[src/rtl/mcts_pkg.sv]
`timescale 1ns / 1ps
// ----------------------------------------------------------------------------
// mcts_pkg: shared types and constants of the timeout scheduler
// Field widths, the word layouts, the request codes, the controller states
// and the constants of the nanosecond and millisecond conversions.
// ----------------------------------------------------------------------------
package mcts_pkg;

  localparam int DATA_W    = 64;   // deadlines, times and delays
  localparam int MODE_W    = 2;
  localparam int CLIENT_W  = 3;
  localparam int NOTIFY_W  = 6;
  localparam int MS_W      = 32;

  localparam int S_TDATA_W = 136;  // client, relative_ns, now_us, zero fill
  localparam int M_TDATA_W = 104;  // time_ns, notify_mask, arm_valid, arm_ms, armed

  // Divide by 1e6 as a shift by 6 followed by a divide by 15625.
  localparam int DIV_SHIFT     = 6;
  localparam int DIV_ODD       = 15625;
  localparam int DIV_REM_W     = 14;
  localparam int DIV_STEPS     = 8;   // quotient bits per cycle
  localparam int DIV_CYCLES    = DATA_W / DIV_STEPS;
  localparam int DIV_CNT_W     = 3;

  typedef enum logic [MODE_W-1:0] {
    MODE_TIME   = 2'd0,
    MODE_SET    = 2'd1,
    MODE_EXPIRE = 2'd2
  } mode_t;

  typedef enum logic [2:0] {
    S_IDLE,
    S_CALC,
    S_SET,
    S_SCAN,
    S_SUB,
    S_DIV,
    S_DONE
  } state_t;

  // Write side of the deadline memory (address travels separately).
  typedef struct packed {
    logic              en;
    logic [DATA_W-1:0] data;
  } ram_wr_t;

endpackage

[src/rtl/multi_client_timeout_scheduler.sv]
`timescale 1ns / 1ps
// ----------------------------------------------------------------------------
// multi_client_timeout_scheduler: one one-shot timer shared by many clients
// Keeps an absolute nanosecond deadline per client in a small memory and
// decides when and for how long the one-shot timer is programmed.
// ----------------------------------------------------------------------------
// Usage:
//   Input stream (s_t*): one word per request. tuser carries the mode
//   (get time, set timeout, timer expiry); tdata carries the client, the
//   relative delay in ns and the sampled microsecond counter.
//   Output stream (m_t*): exactly one word per request, with the time in ns,
//   the clients notified, whether the one-shot is reprogrammed, its delay in
//   ms and whether it is armed afterwards.
//   The expiry scan reads one deadline per cycle through the memory's single
//   read port. A set timeout or an expiry that rearms the timer also runs
//   the millisecond divider before its result word is ready.
//   One request is in flight at a time; the next is taken as soon as the
//   previous result sits in the output register, even while the receiver
//   stalls it. A stalled result holds its word until it is taken.
//   Reset clears the armed state, the output valid bit and the valid bits of
//   the deadline memory, so every slot reads empty right after reset.
// ----------------------------------------------------------------------------
module multi_client_timeout_scheduler
  import mcts_pkg::*;
#(
  parameter int CLIENTS = 6
) (
  input  logic                 clk,
  input  logic                 rst,
  input  logic                 s_tvalid,
  output logic                 s_tready,
  input  logic [S_TDATA_W-1:0] s_tdata,  // client[2:0], relative_ns[66:3], now_us[130:67]
  input  logic [MODE_W-1:0]    s_tuser,  // mode[1:0]
  output logic                 m_tvalid,
  input  logic                 m_tready,
  output logic [M_TDATA_W-1:0] m_tdata   // time_ns[63:0], notify_mask[69:64],
                                         // arm_valid[70], arm_ms[102:71], armed[103]
);

  localparam int IW = (CLIENTS > 1) ? $clog2(CLIENTS) : 1;

  state_t state, state_next;

  // Latched request
  logic [MODE_W-1:0]   mode_q;
  logic [CLIENT_W-1:0] client_q;
  logic [DATA_W-1:0]   rel_q;
  logic [DATA_W-1:0]   now_us_q;
  logic [DATA_W-1:0]   now_ns;

  // Timer state
  logic                timer_armed;
  logic [IW-1:0]       armed_client;
  logic [DATA_W-1:0]   armed_deadline;

  // Result under construction
  logic [NOTIFY_W-1:0] notify;
  logic                arm_valid_q;
  logic [MS_W-1:0]     arm_ms_q;

  // Scan bookkeeping
  logic [IW:0]         rd_cnt;
  logic                chk_valid;
  logic [IW-1:0]       chk_idx;
  logic                clr_active;
  logic [DATA_W-1:0]   best;
  logic [IW-1:0]       best_c;
  logic                found;

  // Output register
  logic                   out_valid;
  logic [M_TDATA_W-1:0]   out_data;

  // Memory and divider hookup
  logic                rd_en;
  logic [IW-1:0]       rd_addr;
  logic [DATA_W-1:0]   rd_data;
  ram_wr_t             wr;
  logic [IW-1:0]       wr_addr;
  logic                div_start;
  logic [DATA_W-1:0]   div_dividend;
  logic                div_done;
  logic [MS_W-1:0]     div_quotient;

  // Combinational helpers
  logic                in_accept;
  logic                out_load;
  logic                client_ok;
  logic [DATA_W-1:0]   abs_dl;
  logic                set_arm;
  logic                clr_hit;
  logic [DATA_W-1:0]   d_eff;
  logic                overdue;
  logic                cand;
  logic                scan_last;
  logic [NOTIFY_W-1:0] chk_bit;
  logic [NOTIFY_W-1:0] armed_bit;

  assign in_accept = s_tvalid && s_tready;
  assign s_tready  = (state == S_IDLE);
  assign out_load  = (state == S_DONE) && (!out_valid || m_tready);

  assign client_ok = 32'(client_q) < 32'(CLIENTS);
  assign abs_dl    = now_ns + rel_q;
  assign set_arm   = !timer_armed || (abs_dl < armed_deadline);

  // Clients past the notify field width get no bit: the shift drops them.
  assign chk_bit   = NOTIFY_W'(1) << chk_idx;
  assign armed_bit = NOTIFY_W'(1) << armed_client;

  // Fold the clearing of the armed client into the scan.
  assign clr_hit   = clr_active && (chk_idx == armed_client);
  assign d_eff     = clr_hit ? '0 : rd_data;
  assign overdue   = (d_eff != '0) && (d_eff <= now_ns);
  assign cand      = (d_eff != '0) && !overdue && (d_eff < best);
  assign scan_last = chk_valid && (chk_idx == IW'(CLIENTS - 1));

  // Next state and strobes
  always_comb begin
    state_next   = state;
    rd_en        = 1'b0;
    rd_addr      = rd_cnt[IW-1:0];
    wr.en        = 1'b0;
    wr.data      = '0;
    wr_addr      = chk_idx;
    div_start    = 1'b0;
    div_dividend = best - now_ns;
    unique case (state)
      S_IDLE: begin
        if (in_accept) begin
          state_next = S_CALC;
        end
      end
      S_CALC: begin
        unique case (mode_q)
          MODE_SET:    state_next = client_ok ? S_SET : S_DONE;
          MODE_EXPIRE: state_next = S_SCAN;
          default:     state_next = S_DONE;
        endcase
      end
      S_SET: begin
        wr.en        = 1'b1;
        wr.data      = abs_dl;
        wr_addr      = IW'(client_q);
        div_dividend = rel_q;
        div_start    = set_arm;
        state_next   = set_arm ? S_DIV : S_DONE;
      end
      S_SCAN: begin
        rd_en = rd_cnt < (IW+1)'(CLIENTS);
        if (chk_valid && (overdue || clr_hit)) begin
          wr.en = 1'b1;
        end
        if (scan_last) begin
          state_next = (found || cand) ? S_SUB : S_DONE;
        end
      end
      S_SUB: begin
        div_start  = 1'b1;
        state_next = S_DIV;
      end
      S_DIV: begin
        if (div_done) begin
          state_next = S_DONE;
        end
      end
      S_DONE: begin
        if (out_load) begin
          state_next = S_IDLE;
        end
      end
      default: state_next = S_IDLE;
    endcase
  end

  always_ff @(posedge clk) begin
    if (rst) begin
      state <= S_IDLE;
    end else begin
      state <= state_next;
    end
  end

  // Control state
  always_ff @(posedge clk) begin
    if (rst) begin
      timer_armed  <= 1'b0;
      armed_client <= '0;
      out_valid    <= 1'b0;
      chk_valid    <= 1'b0;
      rd_cnt       <= '0;
      clr_active   <= 1'b0;
      found        <= 1'b0;
    end else begin
      if (out_load) begin
        out_valid <= 1'b1;
      end else if (m_tready) begin
        out_valid <= 1'b0;
      end

      chk_valid <= rd_en;

      if (state == S_CALC) begin
        rd_cnt <= '0;
        found  <= 1'b0;
        if (mode_q == MODE_EXPIRE) begin
          // Drop the armed timer; its client is cleared during the scan.
          clr_active  <= timer_armed;
          timer_armed <= 1'b0;
        end else begin
          clr_active <= 1'b0;
        end
      end

      if (rd_en) begin
        rd_cnt <= rd_cnt + 1'b1;
      end

      if (state == S_SCAN && chk_valid && cand) begin
        found <= 1'b1;
      end

      if (state == S_SET && set_arm) begin
        timer_armed  <= 1'b1;
        armed_client <= IW'(client_q);
      end

      if (state == S_SCAN && scan_last && (found || cand)) begin
        timer_armed  <= 1'b1;
        armed_client <= cand ? chk_idx : best_c;
      end
    end
  end

  // Datapath
  always_ff @(posedge clk) begin
    if (in_accept) begin
      mode_q      <= s_tuser;
      client_q    <= s_tdata[CLIENT_W-1:0];
      rel_q       <= s_tdata[CLIENT_W +: DATA_W];
      now_us_q    <= s_tdata[CLIENT_W+DATA_W +: DATA_W];
      notify      <= '0;
      arm_valid_q <= 1'b0;
      arm_ms_q    <= '0;
    end

    if (state == S_CALC) begin
      // now_us * 1000 = now_us * (1024 - 16 - 8), modulo 2^64
      now_ns <= (now_us_q << 10) - (now_us_q << 4) - (now_us_q << 3);
      best   <= '1;
      best_c <= '0;
      if (mode_q == MODE_EXPIRE && timer_armed) begin
        notify <= armed_bit;
      end
    end

    if (state == S_SET && set_arm) begin
      armed_deadline <= abs_dl;
      arm_valid_q    <= 1'b1;
    end

    if (state == S_SCAN && chk_valid) begin
      if (overdue) begin
        notify <= notify | chk_bit;
      end
      if (cand) begin
        best   <= d_eff;
        best_c <= chk_idx;
      end
    end

    if (rd_en) begin
      chk_idx <= rd_addr;
    end

    if (state == S_SUB) begin
      armed_deadline <= best;
      arm_valid_q    <= 1'b1;
    end

    if (state == S_DIV && div_done) begin
      arm_ms_q <= div_quotient;
    end

    if (out_load) begin
      out_data <= {timer_armed, arm_ms_q, arm_valid_q, notify, now_ns};
    end
  end

  assign m_tvalid = out_valid;
  assign m_tdata  = out_data;

  mcts_deadline_ram #(
    .DEPTH  (CLIENTS),
    .ADDR_W (IW)
  ) u_ram (
    .clk     (clk),
    .rst     (rst),
    .rd_en   (rd_en),
    .rd_addr (rd_addr),
    .rd_data (rd_data),
    .wr      (wr),
    .wr_addr (wr_addr)
  );

  mcts_ms_div u_div (
    .clk      (clk),
    .rst      (rst),
    .start    (div_start),
    .dividend (div_dividend),
    .done     (div_done),
    .quotient (div_quotient)
  );

endmodule

[src/rtl/mcts_deadline_ram.sv]
`timescale 1ns / 1ps
// ----------------------------------------------------------------------------
// mcts_deadline_ram: deadline memory
// One write port and one registered read port. Entries never written since
// reset read as zero through a valid bit per entry.
// ----------------------------------------------------------------------------
module mcts_deadline_ram
  import mcts_pkg::*;
#(
  parameter int DEPTH  = 6,
  parameter int ADDR_W = 3
) (
  input  logic              clk,
  input  logic              rst,
  input  logic              rd_en,
  input  logic [ADDR_W-1:0] rd_addr,
  output logic [DATA_W-1:0] rd_data,
  input  ram_wr_t           wr,
  input  logic [ADDR_W-1:0] wr_addr
);

  logic [DATA_W-1:0] mem [DEPTH];
  logic [DEPTH-1:0]  vld;
  logic [DATA_W-1:0] mem_q;
  logic              vld_q;

  always_ff @(posedge clk) begin
    if (wr.en) begin
      mem[wr_addr] <= wr.data;
    end
    if (rd_en) begin
      mem_q <= mem[rd_addr];
    end
  end

  always_ff @(posedge clk) begin
    if (rst) begin
      vld   <= '0;
      vld_q <= 1'b0;
    end else begin
      if (wr.en) begin
        vld[wr_addr] <= 1'b1;
      end
      if (rd_en) begin
        vld_q <= vld[rd_addr];
      end
    end
  end

  assign rd_data = vld_q ? mem_q : '0;

endmodule

[src/rtl/mcts_ms_div.sv]
`timescale 1ns / 1ps
// ----------------------------------------------------------------------------
// mcts_ms_div: nanoseconds to milliseconds
// Shift out the factor 64, then restoring division by 15625, eight quotient
// bits per cycle. Keeps the low 32 quotient bits.
// ----------------------------------------------------------------------------
module mcts_ms_div
  import mcts_pkg::*;
(
  input  logic              clk,
  input  logic              rst,
  input  logic              start,
  input  logic [DATA_W-1:0] dividend,
  output logic              done,
  output logic [MS_W-1:0]   quotient
);

  logic [DATA_W-1:0]    num, num_next;
  logic [DIV_REM_W-1:0] rem, rem_next;
  logic [MS_W-1:0]      quo, quo_next;
  logic [DIV_CNT_W-1:0] cnt;
  logic                 run;

  always_comb begin
    logic [DIV_REM_W:0] t;
    num_next = num;
    rem_next = rem;
    quo_next = quo;
    for (int k = 0; k < DIV_STEPS; k++) begin
      t        = {rem_next, num_next[DATA_W-1]};
      num_next = {num_next[DATA_W-2:0], 1'b0};
      if (t >= (DIV_REM_W+1)'(DIV_ODD)) begin
        t        = t - (DIV_REM_W+1)'(DIV_ODD);
        quo_next = {quo_next[MS_W-2:0], 1'b1};
      end else begin
        quo_next = {quo_next[MS_W-2:0], 1'b0};
      end
      rem_next = t[DIV_REM_W-1:0];
    end
  end

  always_ff @(posedge clk) begin
    if (rst) begin
      run  <= 1'b0;
      done <= 1'b0;
      cnt  <= '0;
    end else begin
      done <= 1'b0;
      if (start) begin
        run <= 1'b1;
        cnt <= '0;
      end else if (run) begin
        cnt <= cnt + 1'b1;
        if (cnt == DIV_CNT_W'(DIV_CYCLES - 1)) begin
          run  <= 1'b0;
          done <= 1'b1;
        end
      end
    end
  end

  always_ff @(posedge clk) begin
    if (start) begin
      num <= dividend >> DIV_SHIFT;
      rem <= '0;
      quo <= '0;
    end else if (run) begin
      num <= num_next;
      rem <= rem_next;
      quo <= quo_next;
    end
  end

  assign quotient = quo;

endmodule

[config.mk]
export PLATFORM = sky130hd
export DESIGN_NAME = multi_client_timeout_scheduler
export DESIGN_NICKNAME = d
export VERILOG_FILES = /design/src/rtl/mcts_pkg.sv /design/src/rtl/multi_client_timeout_scheduler.sv /design/src/rtl/mcts_deadline_ram.sv /design/src/rtl/mcts_ms_div.sv
export SDC_FILE = /design/constraint.sdc
export NUM_CORES = 2
export LEC_CHECK = 0
export ABC_AREA = 0
export BUFFER_PORTS_ARGS = -buffer_cell sky130_fd_sc_hd__buf_2
export CAP_MARGIN = 20
export CORE_MARGIN = 2
export CORE_UTILIZATION = 40
export DETAILED_ROUTE_END_ITERATION = 10
export GPL_TIMING_DRIVEN = 0
export PLACE_DENSITY = 0.66
export SLEW_MARGIN = 0
export SYNTH_ARGS = -nofsm -noshare
export SYNTH_HDL_FRONTEND = slang
export SYNTH_SLANG_ARGS = --single-unit
[constraint.sdc]
create_clock -name clk -period 17.2 [get_ports clk]
set_input_delay 2.58 -clock clk [delete_from_list [all_inputs] [get_ports clk]]
set_output_delay 2.58 -clock clk [all_outputs]
set_load 0.005 [all_outputs]
==> impl_metrics.csv <==
group,metric,value,unit
cts,path_clk_slew,0.07,ns
synth,synth-async-reset-ratio,0,
placed_design,place.gp.congestion,0.949,
cts,ctsHoldBuffers,0,
cts,cts.repair.resized,0,
detailed_routing,drc_errors,0,
synth,avgSynthCellArea,11.2,µm²
synth,synth_cell_types,123,
cells_and_area,layout_common_cells,"edfxtp_1 (897), nor2_1 (524), inv_1 (410), ha_1 (396), a21oi_1 (373)",
critical_path,cp.arrival,16.29,ns
sta,timing.final.crit_share,0.913,
placed_design,portBuffers,235,
floorplan,pin_count,248,
cells_and_area,antenna_cells,0,
synth,ys_seq_area_frac,0.515,
cells_and_area,drive_above_1_share,0.112,
job,max_cap_violations,0,
cts,insertion_delay,0.74,ns
sta,tightest_slew,1.23,ns
critical_path,start_kind,"register",
floorplan,die_y,386,µm
critical_path,critical_path_class,"reg -> reg",
cts,clk_path_buf_depth,3,
sta,hold_viol_final,0,
detailed_routing,drtIter0Drc,4256,
sta,finalSetupViolations,0,
global_routing,antenna_found_initial,4,
cells_and_area,nets,6182,
cells_and_area,fillers,13300,
detailed_routing,via_count,43200,
sta,rsz0062_at_grt,"false",
synth,ys_seq_elements,1050,
cts,numCtsBuffers,109,
floorplan,die_area,149000,µm²
cts,cts_tree,"built",
critical_path,required,17.78,ns
floorplan,start_util,0.401,
sta,period_needed,15.70,ns
sta,slew_violations,0,
synth,syn-cell-area,58200,µm²
cts,root_buffer,"clkbuf_16",
global_routing,grt_pass1_wl,259000,µm
sta,worst_slack,1.50,ns
detailed_routing,antenna_left,0,
placed_design,dp_hpwl,133000,µm
sta,clock.fmax,63.7,MHz
critical_path,max_stage_delay,0.54,ns
sta,fin_skew,0.0340,ns
sta,slew_headroom,0.180,
cts,clock-sinks,1050,
cts,post_cts_buffers,0,
placed_design,dp_slack,1.68,ns
detailed_routing,wl_per_cell,23.0,µm
synth,synth_ff_type,"edfxtp_1",
global_routing,grt_overflow,0,
cells_and_area,final_util,0.458,
floorplan,fp.dieW,386,µm
critical_path,critPathSlowestCell,"xnor2_1",
cells_and_area,final_common_cell,"edfxtp_1",
synth,netlist_instances,5208,
cells_and_area,area_delta_synth_final,14.0,%
floorplan,rows,140,
cts,cts-htree-levels,3,
critical_path,cp_max_fo,10,
critical_path,end_kind,"register",
global_routing,gr-usage-all-layers,0.231,
detailed_routing,vias_per_cell,5.68,
synth,synth_enable_flop_cells,897,
status,status,"finished clean",
hold_path,hold_class,"reg -> reg",
detailed_routing,first_pass_iters,7,
sta,fin_setup_tns,0,ns
global_routing,grt_pass1_vias,41500,
detailed_routing,totalWireLength,175000,µm
synth,ys_warn_count,0,
global_routing,grt_max_degree,94,
critical_path,path_common_cell,"xnor2_1",
floorplan,core_area,145000,µm²
-- state kept, by name, indices dropped and copies added, names as in the netlist, 4 cells and up --
register / count
now_us_q: 61
arm_ms_q: 32
now_ns: 61
u_div.num: 64
armed_deadline: 64
notify: 6
rel_q: 64
u_div.rem: 14
u_ram.vld: 6
u_ram.mem_q: 64
m_tdata: 101
u_ram.mem: 384
rd_cnt: 4
u_div.quotient: 32
best: 64
-- synth_stat cells (56+ instances only) --
master / count / area share
edfxtp_1: 897 / 0.46
nor2_1: 532 / 0.034
inv_1: 411 / 0.026
ha_1: 396 / 0.085
a21oi_1: 373 / 0.032
o21ai_0: 273 / 0.023
nand2_1: 241 / 0.016
dfxtp_1: 153 / 0.053
clkbuf_1: 144 / 0.0093
xnor2_1: 131 / 0.020
mux2i_1: 124 / 0.021
and3_1: 112 / 0.012
a31oi_1: 98 / 0.011
a21o_1: 87 / 0.011
nor3_1: 84 / 0.0072
xor2_1: 82 / 0.012
nand3_1: 77 / 0.0066
nand2b_1: 76 / 0.0082
and2_1: 66 / 0.0071
mux4_2: 65 / 0.025
o21a_1: 64 / 0.0083
nor2b_1: 63 / 0.0068
nand4_1: 56 / 0.0060
-- logic make-up (layout without fill, tap and decap cells) --
group,after synthesis,after routing,synth area share
simple gates,1443,1443,0.121
buf+inv,603,1078,0.0402
other cells,1,3,0.0000644
compound gates,1242,1242,0.138
flops,1050,1050,0.515
fa+ha+maj,450,450,0.104
xor+xnor,214,214,0.0323
mux,205,205,0.0496
-- critical path: cells and delay by family, from the launching register on --
family / cells / cell delay, ns
xor+xnor: 8 / 2.91
compound gates: 20 / 5.40
simple gates: 14 / 3.17
flops: 1 / 0.32
mux: 2 / 0.46
buf+inv: 9 / 1.72
fa+ha+maj: 6 / 1.55
-- area by class of cell --
class / count / area, µm² / share of cell area
Buffer: 191 / 802 / 0.0121
Clock inverter: 61 / 833 / 0.0126
Timing Repair Buffer: 269 / 1820 / 0.0275
Inverter: 412 / 1550 / 0.0234
Sequential cell: 1050 / 30000 / 0.452
Multi-Input combinational cell: 3557 / 26000 / 0.391
Tap cell: 1917 / 2400 / 0.0361
Clock buffer: 145 / 3040 / 0.0457
-- stage by stage --
step                hold slack [ns]  cells  instance area [µm²]
finish                        0.410   7602                66400
global route                  0.424   7602                66400
CTS                           0.413   7598                66400
detailed placement            0.405   7392                62500
global placement              0.402   7362                61800
floorplan                     0.400   5210                58200
-- layer usage --
layer / wire, µm / up-vias / track usage / share of wire
met5: 0 / - / 0 / 0
met4: 5240 / 0 / 0.0687 / 0.030
met3: 14100 / 316 / 0.0412 / 0.080
met2: 81700 / 1737 / 0.378 / 0.47
met1: 73700 / 21200 / 0.312 / 0.42
li1: - / 20000 / - / -
-- path summary, 6_finish.rpt --
check,cells past startpoint,slack [ns],end,startpoint
worst max-delay path,59,1.50,u_div.rem[12],u_div.rem[4]
worst min-delay path,0,0.41,m_tdata[90],arm_ms_q[19]
worst max register to register,59,1.50,u_div.rem[12],u_div.rem[4]
worst min register to register,0,0.41,m_tdata[90],arm_ms_q[19]
Power is not shown: default switching activity piles up to over one toggle a cycle in this logic, so the estimate is an artifact.
